[src/rtl/latency_histogram_percentile_assert.svh]
// ----------------------------------------------------------------------------
// Latency histogram assertion macros
// Concurrent checks that compile away when SYNTH is defined.
// ----------------------------------------------------------------------------
`ifndef LATENCY_HISTOGRAM_PERCENTILE_ASSERT_SVH
`define LATENCY_HISTOGRAM_PERCENTILE_ASSERT_SVH
`ifndef SYNTH
`define LHP_ASSERT_ALWAYS(lbl, clk, rst_n, cond) \
  lbl: assert property (@(posedge clk) disable iff (!rst_n) (cond)) \
    else $error("lhp assertion failed");
`define LHP_ASSERT_IMPL(lbl, clk, rst_n, ante, cons) \
  lbl: assert property (@(posedge clk) disable iff (!rst_n) (ante) |-> (cons)) \
    else $error("lhp assertion failed");
`else
`define LHP_ASSERT_ALWAYS(lbl, clk, rst_n, cond)
`define LHP_ASSERT_IMPL(lbl, clk, rst_n, ante, cons)
`endif
`endif

[src/rtl/lhp_pkg.sv]
// ----------------------------------------------------------------------------
// Latency histogram package
// Shared types and constants of the histogram front, queue and back.
// ----------------------------------------------------------------------------
`default_nettype none
package lhp_pkg;

  localparam int unsigned BUCKETS_DEFAULT = 256;
  localparam int unsigned IDX_FIELD_W     = 16;
  localparam int unsigned QUEUE_DEPTH     = 2;
  localparam logic [23:0] WIDTH_RESET     = 24'd1000;

  localparam logic CMD_RECORD = 1'b0;
  localparam logic CMD_QUERY  = 1'b1;

  typedef struct packed {
    logic                   cmd;
    logic                   in_range;
    logic [IDX_FIELD_W-1:0] idx;
    logic [31:0]            lat;
    logic [13:0]            pct;
  } op_t;

  typedef struct packed {
    logic full;
    logic empty;
  } fifo_status_t;

  typedef struct packed {
    logic clearing;
  } back_status_t;

endpackage
`default_nettype wire

[src/rtl/lhp_fifo.sv]
// ----------------------------------------------------------------------------
// Latency histogram op queue
// Short queue of classified ops between the front and the back.
// ----------------------------------------------------------------------------
`default_nettype none
module lhp_fifo (
  input  wire logic               clk_i,
  input  wire logic               rst_ni,
  input  wire logic               push_i,
  input  wire lhp_pkg::op_t       op_i,
  input  wire logic               pop_i,
  output lhp_pkg::op_t            op_o,
  output lhp_pkg::fifo_status_t   status_o
);
  localparam int PTRW = (lhp_pkg::QUEUE_DEPTH > 1) ? $clog2(lhp_pkg::QUEUE_DEPTH) : 1;
  localparam logic [PTRW:0] FULL_CNT = (PTRW+1)'(lhp_pkg::QUEUE_DEPTH);

  lhp_pkg::op_t  entry_q [lhp_pkg::QUEUE_DEPTH];
  logic [PTRW-1:0] wptr_q, rptr_q;
  logic [PTRW:0]   cnt_q;
  logic            do_push, do_pop;

  assign status_o.full  = (cnt_q == FULL_CNT);
  assign status_o.empty = (cnt_q == '0);
  assign do_push = push_i && !status_o.full;
  assign do_pop  = pop_i && !status_o.empty;
  assign op_o    = entry_q[rptr_q];

  always_ff @(posedge clk_i) begin
    if (do_push) begin
      entry_q[wptr_q] <= op_i;
    end
  end

  always_ff @(posedge clk_i or negedge rst_ni) begin
    if (!rst_ni) begin
      wptr_q <= '0;
      rptr_q <= '0;
      cnt_q  <= '0;
    end else begin
      if (do_push) begin
        wptr_q <= (wptr_q == PTRW'(lhp_pkg::QUEUE_DEPTH - 1)) ? '0 : wptr_q + 1'b1;
      end
      if (do_pop) begin
        rptr_q <= (rptr_q == PTRW'(lhp_pkg::QUEUE_DEPTH - 1)) ? '0 : rptr_q + 1'b1;
      end
      if (do_push && !do_pop) begin
        cnt_q <= cnt_q + 1'b1;
      end else if (do_pop && !do_push) begin
        cnt_q <= cnt_q - 1'b1;
      end
    end
  end
endmodule
`default_nettype wire

[config.mk]
export PLATFORM = sky130hd
export DESIGN_NAME = lhp_fifo
export DESIGN_NICKNAME = d
export VERILOG_FILES = /design/src/rtl/latency_histogram_percentile_assert.svh /design/src/rtl/lhp_pkg.sv /design/src/rtl/lhp_fifo.sv
export SDC_FILE = /design/constraint.sdc
export NUM_CORES = 1
export LEC_CHECK = 0
export BUFFER_PORTS_ARGS = -buffer_cell sky130_fd_sc_hd__buf_2
export CORE_ASPECT_RATIO = 0.9
export CORE_UTILIZATION = 45
export DETAILED_ROUTE_END_ITERATION = 10
export GPL_TIMING_DRIVEN = 1
export PLACE_DENSITY = 0.7
export SYNTH_ARGS = -nofsm -noshare
export SYNTH_HDL_FRONTEND = slang
export SYNTH_SLANG_ARGS = --single-unit
[constraint.sdc]
create_clock -name clk_i -period 8.1 [get_ports clk_i]
set_clock_uncertainty 0.05 [all_clocks]
set_input_delay 0 -clock clk_i [delete_from_list [all_inputs] [get_ports clk_i]]
set_output_delay 0 -clock clk_i [all_outputs]
set_load 0.01 [all_outputs]
==> impl_metrics.yaml, run 1 <==
die:
  fp-row-count: 36
  dieArea_mm2: 0.01159
  die_w_um: 113.3
  start_util: 0.4625
  io_pins: 134
  die_height_um: 102.2
  design.core.area_mm2: 0.01086
finish:
  fin_cells: 598
  final_cell_mix: "133 x buf_2, 128 x edfxtp_1, 68 x dlygate4sd3_1"
  fin_nets: 502
  diodes: 0
  fin_area_mm2: 0.007041
  drive_above_1_share: 0.5135
  areaGrowthSynthToFinish_pct: 40.22
  layout_commonest_cell: "buf_2"
yosys:
  synth_cells: 218
  yosysSeqAreaShare: 0.7854
  ys_warn_count: 0
  synth_nets: 287
  synth.avg_cell_area_um2: 23.03
  synth-seq-cells: 132
  synth_cell_types: 15
  netlist_area_mm2: 0.005021
worst_setup_path:
  crit_type: "flop to primary output"
  crit_start: "rptr_q$_DFFE_PN0P_"
  ff2ff_path_depth: 4
  crit_fanout: 65
  r2r_setup_slack_ps: 5830
  worstSetupStartpointType: "flop"
  reg2reg_to: "entry_q[0][61]$_DFFE_PP_"
  arrival_ps: 2230
  end_kind: "primary output"
  reg2reg_from: "cnt_q[0]$_DFFE_PN0P_"
  cp_cell_sequence: "mux2_2 -> buf_2"
  cp_slowest_cell: "dfrtp_4"
  slowest_delay_ps: 1200
  worstPathRequired_ps: 8050
  crit_end: "op_o[42]"
clocking:
  clock_latency_ps: 400
  cts_buffer_depth: 2
  htreeDepth: 4
  clkSinkCount: 132
  cts_made_buffers: 17
  clk_pin_slew_ps: 50
  cts_root_buffer: "clkbuf_16"
  cts_resized: 0
  postCtsSetupBuffers: 0
  cts_tree: "built"
sta:
  slew-limit-headroom: 0.2212
  hold_violations: 0
  period_needed_ps: 2283
  rsz0062_at_grt: "no"
  fin_crit_sh: 0.2818
  drv_slew: 0
  tightest_slew_ps: 1168
  fmax_mhz: 438.0
  fin_setup_tns_ps: 0
  finalSetupViolations: 0
  holdWs_ps: 264.6
global_route:
  antenna_found_initial: 0
  grt_pass1_vias: 2786
  grtUsageTotal: 0.1643
  grt_max_degree: 66
  grt_pass1_wl_mm: 13.66
  grt-ovfl-total: 0
power_and_ir_drop:
  ir_worst_vdd_mv: 0.2441
  powerDensity_mw_per_mm2: 341.7
  p_int_mw: 1.735
  p_leak_nw: 2.833
  p_comb_frac: 0.278
  p_sw_uw: 670.9
  pwr-share-clk: 0.281
  p_seq_frac: 0.442
  switching_share: 0.2789
route:
  wl_per_cell_um: 15.15
  drc: 0
  vias: 2745
  vias_per_cell: 4.590
  wl_mm: 9.057
  first_pass_iters: 4
  ant_nets: 0
  drt_iter0_markers: 94
placement:
  dp_hpwl_mm: 5.163
  io_buffers: 133
  gp_congestion: 0.7115
  dpl_cell_area_mm2: 0.005832
  place_inst: 498
hold_path:
  min_path_type: "input pin to flop"
flow_run:
  drv_cap: 0
status:
  run_status: "complete, no violations"
==> cell usage after synthesis <==
| library cell | instances | area [µm²] |
|---|---|---|
| nand2b_1 | 1 | 6.260 |
| mux2_2 | 14 | 157.7 |
| nor2_1 | 3 | 11.26 |
| inv_1 | 2 | 7.510 |
| buf_6 | 6 | 67.56 |
| dfrtp_1 | 4 | 100.1 |
| xor2_1 | 2 | 17.52 |
| ha_1 | 1 | 12.51 |
| o21ai_0 | 1 | 5.000 |
| edfxtp_1 | 128 | 3844 |
| nand2_1 | 1 | 3.750 |
| and3_1 | 1 | 6.260 |
| xnor2_1 | 3 | 26.28 |
| mux2_4 | 50 | 750.7 |
| buf_2 | 1 | 5.000 |
==> area by class of cell <==
type,count,area [µm²]
sequential,132,3948
fill,770,3815
timing repair buffer,203,1361
multi-input combinational,77,1006
clock buffer,21,440.4
tap,152,190.2
clock inverter,11,87.58
inverter,2,7.507
==> repair_timing <==
| action | CTS | global route |
|---|---|---|
| hold endpoints to repair | 134 | 0 |
| endpoints found under the setup margin | 0 | 0 |
| hold buffers | 68 | 0 |
==> per-layer routing <==
metal	up-vias	wire [µm]	global-route usage	share of wire
met4	0	149	0.08198	0.016
met2	100	4605	0.2784	0.51
met1	1339	3853	0.1906	0.43
met3	12	449	0.05338	0.050
li1	1294	-	-	-
met5	-	0	0	0
==> per-stage QoR <==
step | utilization | setup slack, ps | power (mW)
final | 0.6486 | 5817 | 2.405
after global routing | 0.6486 | 5590 | 2.522
after CTS | 0.6486 | 5762 | 2.434
after detailed placement | 0.5372 | 5791 | 1.729
after global placement | 0.5372 | 5839 | 1.714
after floorplan | - | 4244 | 1.511
==> worst min-delay path by stage <==
| stage | startpoint | to | slack (ps) | cells after the start |
|---|---|---|---|---|
| 3_5_place_dp | rst_ni | rptr_q$_DFFE_PN0P_ | -240 | 1 |
| 3_3_place_gp | rst_ni | rptr_q$_DFFE_PN0P_ | -240 | 1 |
| 2_1_floorplan | rst_ni | cnt_q[0]$_DFFE_PN0P_ | -350 | 0 |
| 6_report | op_i[34] | entry_q[0][34]$_DFFE_PP_ | 260 | 2 |
| 4_1_cts | op_i[34] | entry_q[0][34]$_DFFE_PP_ | 250 | 2 |
| 5_1_grt | op_i[45] | entry_q[0][45]$_DFFE_PP_ | 250 | 2 |
==> registers in the layout, indices dropped and copies added, names as in the netlist <==
signal and flops:
entry_q 128, cnt_q 2, rptr_q 1, wptr_q 1
==> logic make-up (layout without fill, tap and decap cells) <==
| family | count (synthesis) | after routing | share of synthesized area |
|---|---|---|---|
| buf+inv | 9 | 237 | 0.01595 |
| xor+xnor | 5 | 5 | 0.008723 |
| mux | 64 | 64 | 0.1809 |
| flops | 132 | 132 | 0.7854 |
| fa+ha+maj | 1 | 1 | 0.002492 |
| compound gates | 1 | 1 | 0.0009958 |
| simple gates | 6 | 6 | 0.005483 |
==> power groups by stage <==
| stage | sequential [mW] | clock, mW | combinational [mW] |
|---|---|---|---|
| 6_report | 1.06 | 0.675 | 0.668 |
| 5_1_grt | 1.08 | 0.720 | 0.719 |
| 4_1_cts | 1.07 | 0.689 | 0.677 |
| 3_5_place_dp | 1.08 | 0 | 0.648 |
| 3_3_place_gp | 1.07 | 0 | 0.644 |
| 2_1_floorplan | 0.991 | 0 | 0.520 |
==> worst max-delay path, delay by kind of cell, from the launching register on <==
kind / cells / cell delay (ps)
buffers and inverters: 1 / 150
DFF: 1 / 1200
muxes: 1 / 450
Power figures use the tool's default switching activity.
==> run 2, diff against run 1 <==
--- a/config.mk
+++ b/config.mk
@@ -10,7 +10,7 @@
 export CORE_UTILIZATION = 45
 export DETAILED_ROUTE_END_ITERATION = 10
 export GPL_TIMING_DRIVEN = 1
-export PLACE_DENSITY = 0.7
+export PLACE_DENSITY = 0.73
 export SYNTH_ARGS = -nofsm -noshare
 export SYNTH_HDL_FRONTEND = slang
 export SYNTH_SLANG_ARGS = --single-unit
==> constraint.sdc (replaced) <==
create_clock -name clk_i -period 1.9 [get_ports clk_i]
set_clock_uncertainty 0.05 [all_clocks]
set_input_delay 0 -clock clk_i [delete_from_list [all_inputs] [get_ports clk_i]]
set_output_delay 0 -clock clk_i [all_outputs]
set_load 0.01 [all_outputs]
==> run 2 against run 1 <==
  * Sequential power rose to 4.0 times the previous value
  * Final area rose by 2.3%
  * Power rose to 4.5 times the previous value
  * Critical endpoint is now op_o[54]
==> impl_metrics.yaml, run 2 (synthesized netlist as in run 1, its figures left out) <==
status:
  run_status: "complete, no violations"
sta:
  period_needed_ps: 1765
  fin_crit_sh: 0.9288
  rsz0062_at_grt: "no"
  fmax_mhz: 566.7
  tightest_slew_ps: 287.7
  holdWs_ps: 266.0
  finalSetupViolations: 0
  fin_ws_ps: 135.3
  drv_slew: 0
  hold_violations: 0
  slew-limit-headroom: 0.8062
clocking:
  cts_resized: 0
  cts_tree: "built"
  clkSinkCount: 132
  cts_made_buffers: 17
  clk_pin_slew_ps: 50
  cts_buffer_depth: 2
  clock_latency_ps: 410
  cts_root_buffer: "clkbuf_16"
  htreeDepth: 4
global_route:
  grt-ovfl-total: 0
  grt_pass1_vias: 2700
  antenna_found_initial: 0
  grt_pass1_wl_mm: 13.50
  grtUsageTotal: 0.1645
  grt_max_degree: 51
finish:
  diodes: 0
  fin_cells: 603
  regMostFlops: "entry_q"
  fin_area_mm2: 0.007202
  final_cell_mix: "133 x buf_2, 128 x edfxtp_1, 68 x dlygate4sd3_1"
  largest_reg_flops: 128
  areaGrowthSynthToFinish_pct: 43.43
  fin_nets: 507
  reg_top3: "entry_q x128, cnt_q x2"
  layout_commonest_cell: "buf_2"
  drive_above_1_share: 0.5211
power_and_ir_drop:
  p_leak_nw: 2.913
  ir_worst_vdd_mv: 0.8932
  powerDensity_mw_per_mm2: 1489
route:
  wl_met1_mm: 4.098
  wl_per_cell_um: 15.21
  topRoutingLayerUsed: "met4"
  ant_nets: 0
  vias: 2737
  met2_length_mm: 4.273
  vias_per_cell: 4.539
  wl_met3_um: 705
  wl_mm: 9.173
  drt_iter0_markers: 152
  first_pass_iters: 4
  drc: 0
placement:
  place_inst: 503
  io_buffers: 133
  gp_congestion: 0.6882
  dp_hpwl_mm: 5.583
  dpl_cell_area_mm2: 0.005934
  dpl_worst_slack_ps: 393.8
die:
  die_w_um: 113.3
  design.core.area_mm2: 0.01086
  start_util: 0.4625
  fp-row-count: 36
  die_height_um: 102.2
  io_pins: 134
  dieArea_mm2: 0.01159
flow_run:
  drv_cap: 0
hold_path:
  min_path_type: "input pin to flop"
worst_setup_path:
  arrival_ps: 1710
  worstSetupStartpointType: "flop"
  crit_fanout: 13
  crit_type: "flop to primary output"
  end_kind: "primary output"
  worstPathRequired_ps: 1850
-- run 2: cell types whose count changed in the layout (fill, tap and decap cells not counted), moves of 2 or more --
cell        delta
buf_12         +4
clkbuf_1       +2
clkbuf_8       +5
clkinv_2       -4
clkinvlp_4     -2
-- run 2: repair_timing --
item / CTS / global route
hold buffers: 68 / 0
setup endpoints to repair: 0 / 0
setup buffers: 0 / 0
endpoints found under the hold margin: 134 / 0
-- run 2: worst max-delay path: stages (launching register included) --
cell	delay (ps)
dfrtp_4	530
buf_4	300
mux2_4	330
buf_2	140
-- run 2: path summary, 6_finish.rpt --
kind	from	end	slack, ps	cells after the start
worst min-delay path	op_i[36]	entry_q[1][36]$_DFFE_PP_	270	2
worst max register to register	cnt_q[0]$_DFFE_PN0P_	entry_q[0][56]$_DFFE_PP_	390	4
max in group asynchronous	rst_ni	rptr_q$_DFFE_PN0P_	1160	3
worst min register to register	cnt_q[0]$_DFFE_PN0P_	cnt_q[0]$_DFFE_PN0P_	520	1
worst max-delay path	rptr_q$_DFFE_PN0P_	op_o[54]	140	3
min in group asynchronous	rst_ni	cnt_q[0]$_DFFE_PN0P_	440	3
-- run 2: per-stage QoR --
stage	setup TNS, ps	util	total power, mW
CTS	0	0.6634	10.83
floorplan	-9192	-	6.443
global placement	0	0.5467	7.466
global route	0	0.6634	11.22
finish	0	0.6634	10.73
detailed placement	0	0.5467	7.533
-- run 2: cell type report --
class / instances / area, µm²
clock buffers: 28 / 516.7
well taps: 152 / 190.2
inverters: 2 / 7.507
flip-flops and latches: 132 / 3948
fillers: 732 / 3654
multi-input cells: 77 / 1021
repair buffers: 208 / 1449
clock inverters: 4 / 70.07
-- run 2: where the power goes --
| part | switching [mW] | internal, mW | leakage [nW] |
|---|---|---|---|
| registers | 0.237 | 3.99 | 1.23 |
| clock network | 1.07 | 2.10 | 0.289 |
| logic | 1.58 | 1.74 | 1.39 |
-- run 2: routing by layer --
layer,track usage,vias to the layer above
li1,-,1303
met1,0.2042,1315
met5,0,-
met3,0.07592,11
met4,0.05769,0
met2,0.2567,108
