--- src/rtl/latency_histogram_percentile_assert.svh ---
// ----------------------------------------------------------------------------
// Latency histogram assertion macros
// Concurrent checks that compile away when SYNTH is defined.
// ----------------------------------------------------------------------------
`ifndef LATENCY_HISTOGRAM_PERCENTILE_ASSERT_SVH
`define LATENCY_HISTOGRAM_PERCENTILE_ASSERT_SVH
`ifndef SYNTH
`define LHP_ASSERT_ALWAYS(lbl, clk, rst_n, cond) \
  lbl: assert property (@(posedge clk) disable iff (!rst_n) (cond)) \
    else $error("lhp assertion failed");
`define LHP_ASSERT_IMPL(lbl, clk, rst_n, ante, cons) \
  lbl: assert property (@(posedge clk) disable iff (!rst_n) (ante) |-> (cons)) \
    else $error("lhp assertion failed");
`else
`define LHP_ASSERT_ALWAYS(lbl, clk, rst_n, cond)
`define LHP_ASSERT_IMPL(lbl, clk, rst_n, ante, cons)
`endif
`endif

--- src/rtl/lhp_pkg.sv ---
// ----------------------------------------------------------------------------
// Latency histogram package
// Shared types and constants of the histogram front, queue and back.
// ----------------------------------------------------------------------------
`default_nettype none
package lhp_pkg;

  localparam int unsigned BUCKETS_DEFAULT = 256;
  localparam int unsigned IDX_FIELD_W     = 16;
  localparam int unsigned QUEUE_DEPTH     = 2;
  localparam logic [23:0] WIDTH_RESET     = 24'd1000;

  localparam logic CMD_RECORD = 1'b0;
  localparam logic CMD_QUERY  = 1'b1;

  typedef struct packed {
    logic                   cmd;
    logic                   in_range;
    logic [IDX_FIELD_W-1:0] idx;
    logic [31:0]            lat;
    logic [13:0]            pct;
  } op_t;

  typedef struct packed {
    logic full;
    logic empty;
  } fifo_status_t;

  typedef struct packed {
    logic clearing;
  } back_status_t;

endpackage
`default_nettype wire

--- src/rtl/lhp_if.sv ---
// ----------------------------------------------------------------------------
// Latency histogram stream interfaces
// Valid/ready channels for sample/query items and for query results.
// ----------------------------------------------------------------------------
`default_nettype none
interface lhp_in_if;
  logic        valid;
  logic        ready;
  logic        cmd;
  logic [31:0] sample_ns;
  logic [13:0] percent_hundredths;

  modport source (output valid, cmd, sample_ns, percent_hundredths, input ready);
  modport sink   (input valid, cmd, sample_ns, percent_hundredths, output ready);
endinterface

`default_nettype wire

--- src/rtl/lhp_front.sv ---
// ----------------------------------------------------------------------------
// Latency histogram front
// Accepts items and finds the bucket of a sample by restoring division.
// ----------------------------------------------------------------------------
`default_nettype none
module lhp_front #(
  parameter int unsigned BUCKETS = lhp_pkg::BUCKETS_DEFAULT
) (
  input  wire logic         clk_i,
  input  wire logic         rst_ni,
  input  wire logic [23:0]  width_i,
  input  wire logic         hold_i,
  lhp_in_if.sink            in_ch,
  input  wire logic         full_i,
  output logic              push_o,
  output lhp_pkg::op_t      op_o
);
  typedef enum logic [2:0] {
    F_IDLE = 3'b001,
    F_DIV  = 3'b010,
    F_PUSH = 3'b100
  } fstate_e;

  fstate_e     state_q;
  logic        cmd_q;
  logic [31:0] dvd_q;
  logic [31:0] quo_q;
  logic [23:0] rem_q;
  logic [31:0] lat_q;
  logic [13:0] pct_q;
  logic [4:0]  step_q;
  logic [24:0] rem_sh;
  logic        ge;

  assign rem_sh = {rem_q, dvd_q[31]};
  assign ge     = (rem_sh >= {1'b0, width_i});

  assign in_ch.ready  = (state_q == F_IDLE) && !hold_i;
  assign push_o       = (state_q == F_PUSH);
  assign op_o.cmd     = cmd_q;
  assign op_o.in_range = (quo_q < 32'(BUCKETS));
  assign op_o.idx     = quo_q[lhp_pkg::IDX_FIELD_W-1:0];
  assign op_o.lat     = lat_q;
  assign op_o.pct     = pct_q;

  always_ff @(posedge clk_i or negedge rst_ni) begin
    if (!rst_ni) begin
      state_q <= F_IDLE;
      cmd_q   <= lhp_pkg::CMD_RECORD;
      dvd_q   <= '0;
      quo_q   <= '0;
      rem_q   <= '0;
      lat_q   <= '0;
      pct_q   <= '0;
      step_q  <= '0;
    end else begin
      unique case (state_q)
        F_IDLE: begin
          if (in_ch.valid && in_ch.ready) begin
            cmd_q  <= in_ch.cmd;
            lat_q  <= in_ch.sample_ns;
            pct_q  <= in_ch.percent_hundredths;
            dvd_q  <= in_ch.sample_ns;
            quo_q  <= '0;
            rem_q  <= '0;
            step_q <= '0;
            state_q <= (in_ch.cmd == lhp_pkg::CMD_RECORD) ? F_DIV : F_PUSH;
          end
        end
        F_DIV: begin
          // one quotient bit per cycle
          rem_q  <= ge ? 24'(rem_sh - {1'b0, width_i}) : rem_sh[23:0];
          quo_q  <= {quo_q[30:0], ge};
          dvd_q  <= {dvd_q[30:0], 1'b0};
          step_q <= step_q + 1'b1;
          if (step_q == 5'd31) begin
            state_q <= F_PUSH;
          end
        end
        F_PUSH: begin
          if (!full_i) begin
            state_q <= F_IDLE;
          end
        end
        default: state_q <= F_IDLE;
      endcase
    end
  end
endmodule
`default_nettype wire

--- src/flat_wrapper.sv ---
// flat-port wrapper written by rule: the top's interface ports become plain ports
module lhp_front_flat 
#(
  parameter int unsigned BUCKETS = lhp_pkg::BUCKETS_DEFAULT
)
  (clk_i, rst_ni, width_i, hold_i, full_i, push_o, op_o, in_ch_valid, in_ch_cmd, in_ch_sample_ns, in_ch_percent_hundredths, in_ch_ready);
  lhp_in_if in_ch_i ();
  input  wire logic clk_i;
  input  wire logic rst_ni;
  input  wire logic [23:0] width_i;
  input  wire logic hold_i;
  input  wire logic full_i;
  output logic push_o;
  output lhp_pkg::op_t op_o;
  input wire logic [$bits(in_ch_i.valid)-1:0] in_ch_valid;
  input wire logic [$bits(in_ch_i.cmd)-1:0] in_ch_cmd;
  input wire logic [$bits(in_ch_i.sample_ns)-1:0] in_ch_sample_ns;
  input wire logic [$bits(in_ch_i.percent_hundredths)-1:0] in_ch_percent_hundredths;
  output wire logic [$bits(in_ch_i.ready)-1:0] in_ch_ready;
  assign in_ch_i.valid = in_ch_valid;
  assign in_ch_i.cmd = in_ch_cmd;
  assign in_ch_i.sample_ns = in_ch_sample_ns;
  assign in_ch_i.percent_hundredths = in_ch_percent_hundredths;
  assign in_ch_ready = in_ch_i.ready;
  lhp_front #(.BUCKETS(BUCKETS)) u_core (.clk_i(clk_i), .rst_ni(rst_ni), .width_i(width_i), .hold_i(hold_i), .in_ch(in_ch_i), .full_i(full_i), .push_o(push_o), .op_o(op_o));
endmodule
--- config.mk ---
export PLATFORM = sky130hd
export DESIGN_NAME = lhp_front_flat
export DESIGN_NICKNAME = d
export VERILOG_FILES = /design/src/rtl/latency_histogram_percentile_assert.svh /design/src/rtl/lhp_pkg.sv /design/src/rtl/lhp_if.sv /design/src/rtl/lhp_front.sv /design/src/flat_wrapper.sv
export SDC_FILE = /design/constraint.sdc
export NUM_CORES = 1
export LEC_CHECK = 0
export BUFFER_PORTS_ARGS = -buffer_cell sky130_fd_sc_hd__buf_2
export CORE_MARGIN = 2
export CORE_UTILIZATION = 36
export DETAILED_ROUTE_END_ITERATION = 6
export GPL_TIMING_DRIVEN = 0
export SLEW_MARGIN = 5
export SYNTH_ARGS = -nofsm -noshare
export SYNTH_HDL_FRONTEND = slang
export SYNTH_SLANG_ARGS = --single-unit
export TNS_END_PERCENT = 100
--- constraint.sdc ---
create_clock -name clk_i -period 5.13 [get_ports clk_i]
set_input_delay 0.513 -clock clk_i [delete_from_list [all_inputs] [get_ports clk_i]]
set_output_delay 0.513 -clock clk_i [all_outputs]
set_load 0.02 [all_outputs]
==> results of run 1 <==
sequential cells by signal (all words and copies together), names as in the netlist:
name            cells
u_core.dvd_q       32
u_core.lat_q       32
u_core.quo_q       32
u_core.rem_q       24
u_core.pct_q       14
u_core.step_q       5
u_core.state_q      3
u_core.cmd_q        1
per-layer routing:
metal,up-vias,GRT usage,share of wire
met2,144,0.281,0.46
met3,21,0.0498,0.060
met1,2994,0.253,0.47
met5,-,0,0.0015
met4,4,0.0529,0.011
li1,3112,-,-
cells by family (layout without fill, tap and decap cells):
kind of cell,after synthesis,after routing,synth area share
AO/OA/AOI/OAI,112,112,0.104
XOR/XNOR,19,19,0.0230
adder cells (fa/ha/maj),27,27,0.0477
buffers and inverters,87,261,0.0567
flip-flops,143,143,0.495
multiplexers,3,3,0.00415
AND/OR/NAND/NOR,449,449,0.269
power by group:
group	switching, uW	leakage (uW)	total [uW]	internal (uW)
Clock	561	0.000316	1350	793
Sequential	171	0.00187	1620	1440
Combinational	683	0.00259	1030	346
placed cells by master, fill, tap and decap left out, types with 3 or more instances in the layout:
| master | n |
|---|---|
| o31a_1 | 3 |
| nor4_1 | 6 |
| dfrtp_1 | 142 |
| inv_1 | 30 |
| nand4_1 | 4 |
| clkinv_4 | 3 |
| nand3_1 | 68 |
| a21o_1 | 5 |
| xor2_1 | 10 |
| o21ai_1 | 22 |
| xnor2_1 | 9 |
| nor2_1 | 26 |
| nor3_1 | 5 |
| o211ai_1 | 3 |
| inv_6 | 3 |
| ha_1 | 26 |
| o21a_1 | 4 |
| a22oi_1 | 6 |
| buf_2 | 147 |
| nand2b_1 | 4 |
| clkbuf_1 | 29 |
| a21oi_1 | 23 |
| a211oi_1 | 3 |
| bufinv_16 | 3 |
| nand2_1 | 309 |
| o21bai_1 | 3 |
| and2_1 | 4 |
| o21ai_0 | 15 |
| mux2i_1 | 3 |
| buf_4 | 18 |
| a32oi_1 | 5 |
| inv_8 | 4 |
| clkbuf_16 | 17 |
| a31oi_1 | 3 |
worst paths after layout:
| kind | endpoint | depth (start not counted) |
|---|---|---|
| max in group asynchronous | u_core.dvd_q[17] | 2 |
| min in group clk_i | u_core.pct_q[1] | 3 |
| max reg2reg | u_core.rem_q[20] | 11 |
| max | u_core.rem_q[20] | 11 |
| min reg2reg | u_core.pct_q[9] | 2 |
| min | u_core.rem_q[6] | 1 |
worst register-to-register path: cells and delay by family, from the launching register on:
family                   cells  cell delay [ps]
AO/OA/AOI/OAI                6             1330
adder cells (fa/ha/maj)      2              580
flip-flops                   1              350
AND/OR/NAND/NOR              1              240
XOR/XNOR                     1              160
buffers and inverters        1               80
stage by stage:
stage                     hold WS (ps)   util
after CTS                         12.1  0.457
after global routing              40.5  0.457
after global placement             455  0.422
after detailed placement           458  0.424
after floorplan                    217      -
final                             3.45  0.457
area by class of cell:
type / instances / area (um2)
Clock inverter: 15 / 220
Buffer: 57 / 298
Clock buffer: 17 / 425
Inverter: 30 / 113
Sequential cell: 143 / 3580
Fill cell: 2007 / 10600
Multi-Input combinational cell: 610 / 3250
Tap cell: 265 / 332
Timing Repair Buffer: 142 / 743
==> flow_summary.ini, run 1 <==
[placement]
placed_cells = 1247
pre_cts_ws_ps = 2120
place_area_mm2 = 0.00831
dpl.hpwl_um = 13700
gp_congestion = 0.839
port_buffers = 141

[die]
pin_count = 142
die_w_um = 146
start_util = 0.369
rows = 51
die_h_um = 146
design.die.area_mm2 = 0.0213
core_area_mm2 = 0.0196

[worst_setup_path]
crit_arrival_ps = 3170
cp_num_buf_inv = 1
worstPathCellList = inv_1, ha_1, fa_1, and2b_1, o211ai_1, a31oi_2, o211ai_1, o21ai_1, a31oi_1, xor2_1, o21ai_1
end_kind = flip-flop
critPathMaxStageDelay_ps = 380
reg2reg_from = u_core.dvd_q[31]
startpoint_type = flip-flop
required_ps = 5490
critPathMaxFanout = 5
crit_path_start = u_core.dvd_q[31]
cpMaxStageDelayCell = o21ai_1
r2r_setup_slack_ps = 2320
path_class = flip-flop to flip-flop
cp_top_family = compound AO/OA/AOI/OAI gates

[final_layout]
drive_gt1_frac = 0.217
postLayoutCellArea_mm2 = 0.00896
area_growth_pct = 23.8
fin_cells = 1279
nNetsFinal = 1104
antenna_cells = 0

[cts]
cts_resized = 0
cts_sinks = 143
cts_buffer_depth = 2
cts_tree = yes
clock_latency_ps = 440
cts_setup_buffers = 0
ctsHoldBuffers = 0
htree_levels = 4
clockRootBuffer = clkbuf_16
path_clk_slew_ps = 70
cts_inserted_buffers = 17

[timing]
relSlewSlack = 0.575
rsz0062_at_grt = false
fin_ws_ps = 2320
setup_violations = 0
finalMaxSlewViolations = 0
setup_tns_ps = 0
finClkSkew_ps = 11.2
hold_viol = 0
worst_slew_pin_slew_ps = 637
period_needed_ps = 2810
clock.fmax_ghz = 0.356
min_period_over_period = 0.547

[synth]
synth_top_area_cell = dfrtp_1
synth_edf_count = 0
yosys_most_used_dff = dfrtp_1
synthTopCellsByCount = nand2_1, dfrtp_1, nand3_1
async_flop_share = 1.00
syn_avg_cell_area_um2 = 8.62
synthCells = 840
yosysMostFrequentCell = nand2_1
yosysTopAreaCellShare = 0.491
synth_area_mm2 = 0.00724
syn-num-nets = 943
ys_seq_elements = 143
synth_cell_type_count = 64
yosysSeqAreaShare = 0.495
ys_warn_count = 0
synth_area_leaders = dfrtp_1, nand2_1, nand3_1, ha_1, buf_4

[grt]
grt_pass1_vias = 6131
grt_pass1_wl_um = 31300
grt_max_degree = 86
antenna_found_initial = 2
globalRouteOverflowTotal = 0
track_usage = 0.183

[detailed_routing]
via_count = 6275
drt-initial-drc-count = 359
ant_nets = 0
dr.pass1.iters = 5
wirelength_um = 18800
avgViaCountPerCell = 4.91
routedWlPerCell_um = 14.7
drcViolationCount = 0

[flow_run]
drv_cap = 0

[power]
leakagePower_uw = 0.00477
powerDensity_mw_per_mm2 = 446
power_uw = 4000
ir_drop_mv = 0.281

[outcome]
status = finished clean

[worst_hold_path]
hp-class = input port to asynchronous set/reset pin
No activity file was read; power rests on OpenSTA's default activity.
==> run 2: changes to the inputs <==
clock period = 2.9 ns   (was 5.13 ns; I/O delays follow)
==> flow_summary.ini, run 2 (synthesis gave the netlist of run 1 again) <==
[worst_hold_path]
hp-class = input port to flip-flop

[die]
design.die.area_mm2 = 0.0213
die_h_um = 146
die_w_um = 146
pin_count = 142
core_area_mm2 = 0.0196
rows = 51
start_util = 0.369

[cts]
htree_levels = 4
cts_inserted_buffers = 17
cts_buffer_depth = 2
path_clk_slew_ps = 70
clock_latency_ps = 440
cts_tree = yes
cts_sinks = 143
clockRootBuffer = clkbuf_16

[worst_setup_path]
path_class = flip-flop to flip-flop
cpMaxStageDelayCell = o211ai_1
worstPathCellList = inv_2, ha_4, fa_1, and2b_2, o211ai_1, a31oi_2, o211ai_1, o21ai_2, a221oi_2, xor2_1, o21ai_1
critPathMaxStageDelay_ps = 400
startpoint_type = flip-flop
cp_num_buf_inv = 1
required_ps = 3210
cp_top_family = compound AO/OA/AOI/OAI gates
end_kind = flip-flop
critPathMaxFanout = 5
cp_common_cell = o211ai_1
crit_arrival_ps = 3000

[final_layout]
postLayoutCellArea_mm2 = 0.00900
antenna_cells = 0
multi_input_area_mm2 = 0.00326
seq_area_mm2 = 0.00358
layout_common_cells = nand2_1, buf_2, dfrtp_1
top_regs = u_core.dvd_q x32, u_core.lat_q x32, u_core.quo_q x32
fin_util = 0.459
fin_cells = 1282
area_growth_pct = 24.4
layout_commonest_cell = nand2_1
drive_gt1_frac = 0.222
nFillCells = 2008
nNetsFinal = 1107

[detailed_routing]
routedWlPerCell_um = 14.7
wirelength_um = 18900
drcViolationCount = 0
avgViaCountPerCell = 4.86
via_count = 6234
drt-initial-drc-count = 347
ant_nets = 0
dr.pass1.iters = 5

[power]
switching_share = 0.354
powerDensity_mw_per_mm2 = 788
p_switching_uw = 2510
p_clk_frac = 0.338
p_seq_frac = 0.403
leakagePower_uw = 0.00479
ir_drop_mv = 0.497
comb_power_share = 0.260
p_int_uw = 4580

[timing]
hold_viol = 0
setup_violations = 0
finalMaxSlewViolations = 0
relSlewSlack = 0.576
fin_ws_ps = 218
finClkSkew_ps = 10.1
worst_slew_pin_slew_ps = 636
min_period_over_period = 0.925
period_needed_ps = 2680
clock.fmax_ghz = 0.373

[placement]
gp_congestion = 0.839
placed_cells = 1247
dpl.hpwl_um = 13700
pre_cts_ws_ps = 105
place_area_mm2 = 0.00831
port_buffers = 141

[grt]
track_usage = 0.183
grt_pass1_vias = 6131
globalRouteOverflowTotal = 0
grt_pass1_wl_um = 31300
antenna_found_initial = 2
grt_max_degree = 86

[flow_run]
drv_cap = 0

[outcome]
status = finished clean
[run 2: changes by cell type in the layout (fill, tap and decap cells not counted), sizes merged]
cell,previous run,this run
buf,170,172
dlygate4sd3,0,1
[run 2: layout make-up]
class                   count  area share
flip-flops and latches    143       0.398
multi-input cells         610       0.363
repair buffers            145      0.0854
clock buffers              17      0.0473
well taps                 265      0.0368
plain buffers              57      0.0331
clock inverters            15      0.0245
inverters                  30      0.0125
[run 2: through the flow]
stage                     total power, uW  hold WS (ps)  setup TNS (ps)
after floorplan                      4000         -5.59               0
after global placement               4680           455          -95430
after detailed placement             4730           265               0
after CTS                            7160          26.9               0
after global routing                 7510          46.2          -0.178
final                                7100          41.4               0
[run 2: repair_timing]
item                                    4_1_cts  5_1_grt
hold buffers                                  1        0
setup buffers                                 0        2
hold endpoints to repair                     57        0
endpoints found under the setup margin        0        4
gates resized for setup                       0        5
[run 2: layer usage]
layer	vias to the layer above	wire length [um]	part of all wire	track usage
met5	-	29	0.0015	0
met4	4	225	0.012	0.0529
met2	120	8560	0.45	0.281
met1	2970	9060	0.48	0.253
met3	22	1000	0.053	0.0495
li1	3118	-	-	-
[run 2: worst min-delay path, cell delays in order]
cell and delay [ps]:
buf_2 70, nand2_1 40, nand2_1 40
[run 2: worst paths after layout]
kind                            slack (ps)  cells after the start                        start                to
worst min register to register         470                      2              u_core.pct_q[9]   u_core.pct_q[9]
worst max-delay path                   220                     11             u_core.dvd_q[31]  u_core.rem_q[22]
worst max register to register         220                     11             u_core.dvd_q[31]  u_core.rem_q[22]
min in group asynchronous              380                      2                       rst_ni   u_core.rem_q[6]
max in group asynchronous             1710                      3                       rst_ni  u_core.dvd_q[17]
worst min-delay path                    40                      3  in_ch_percent_hundredths[1]   u_core.pct_q[1]
[run 2: power groups by stage]
stage               Combinational (uW)  Sequential (uW)  Clock, uW
CTS                               1860             2860       2450
detailed placement                1860             2870          0
global route                      2060             2930       2520
floorplan                          766             3240          0
finish                            1840             2860       2400
global placement                  1810             2870          0
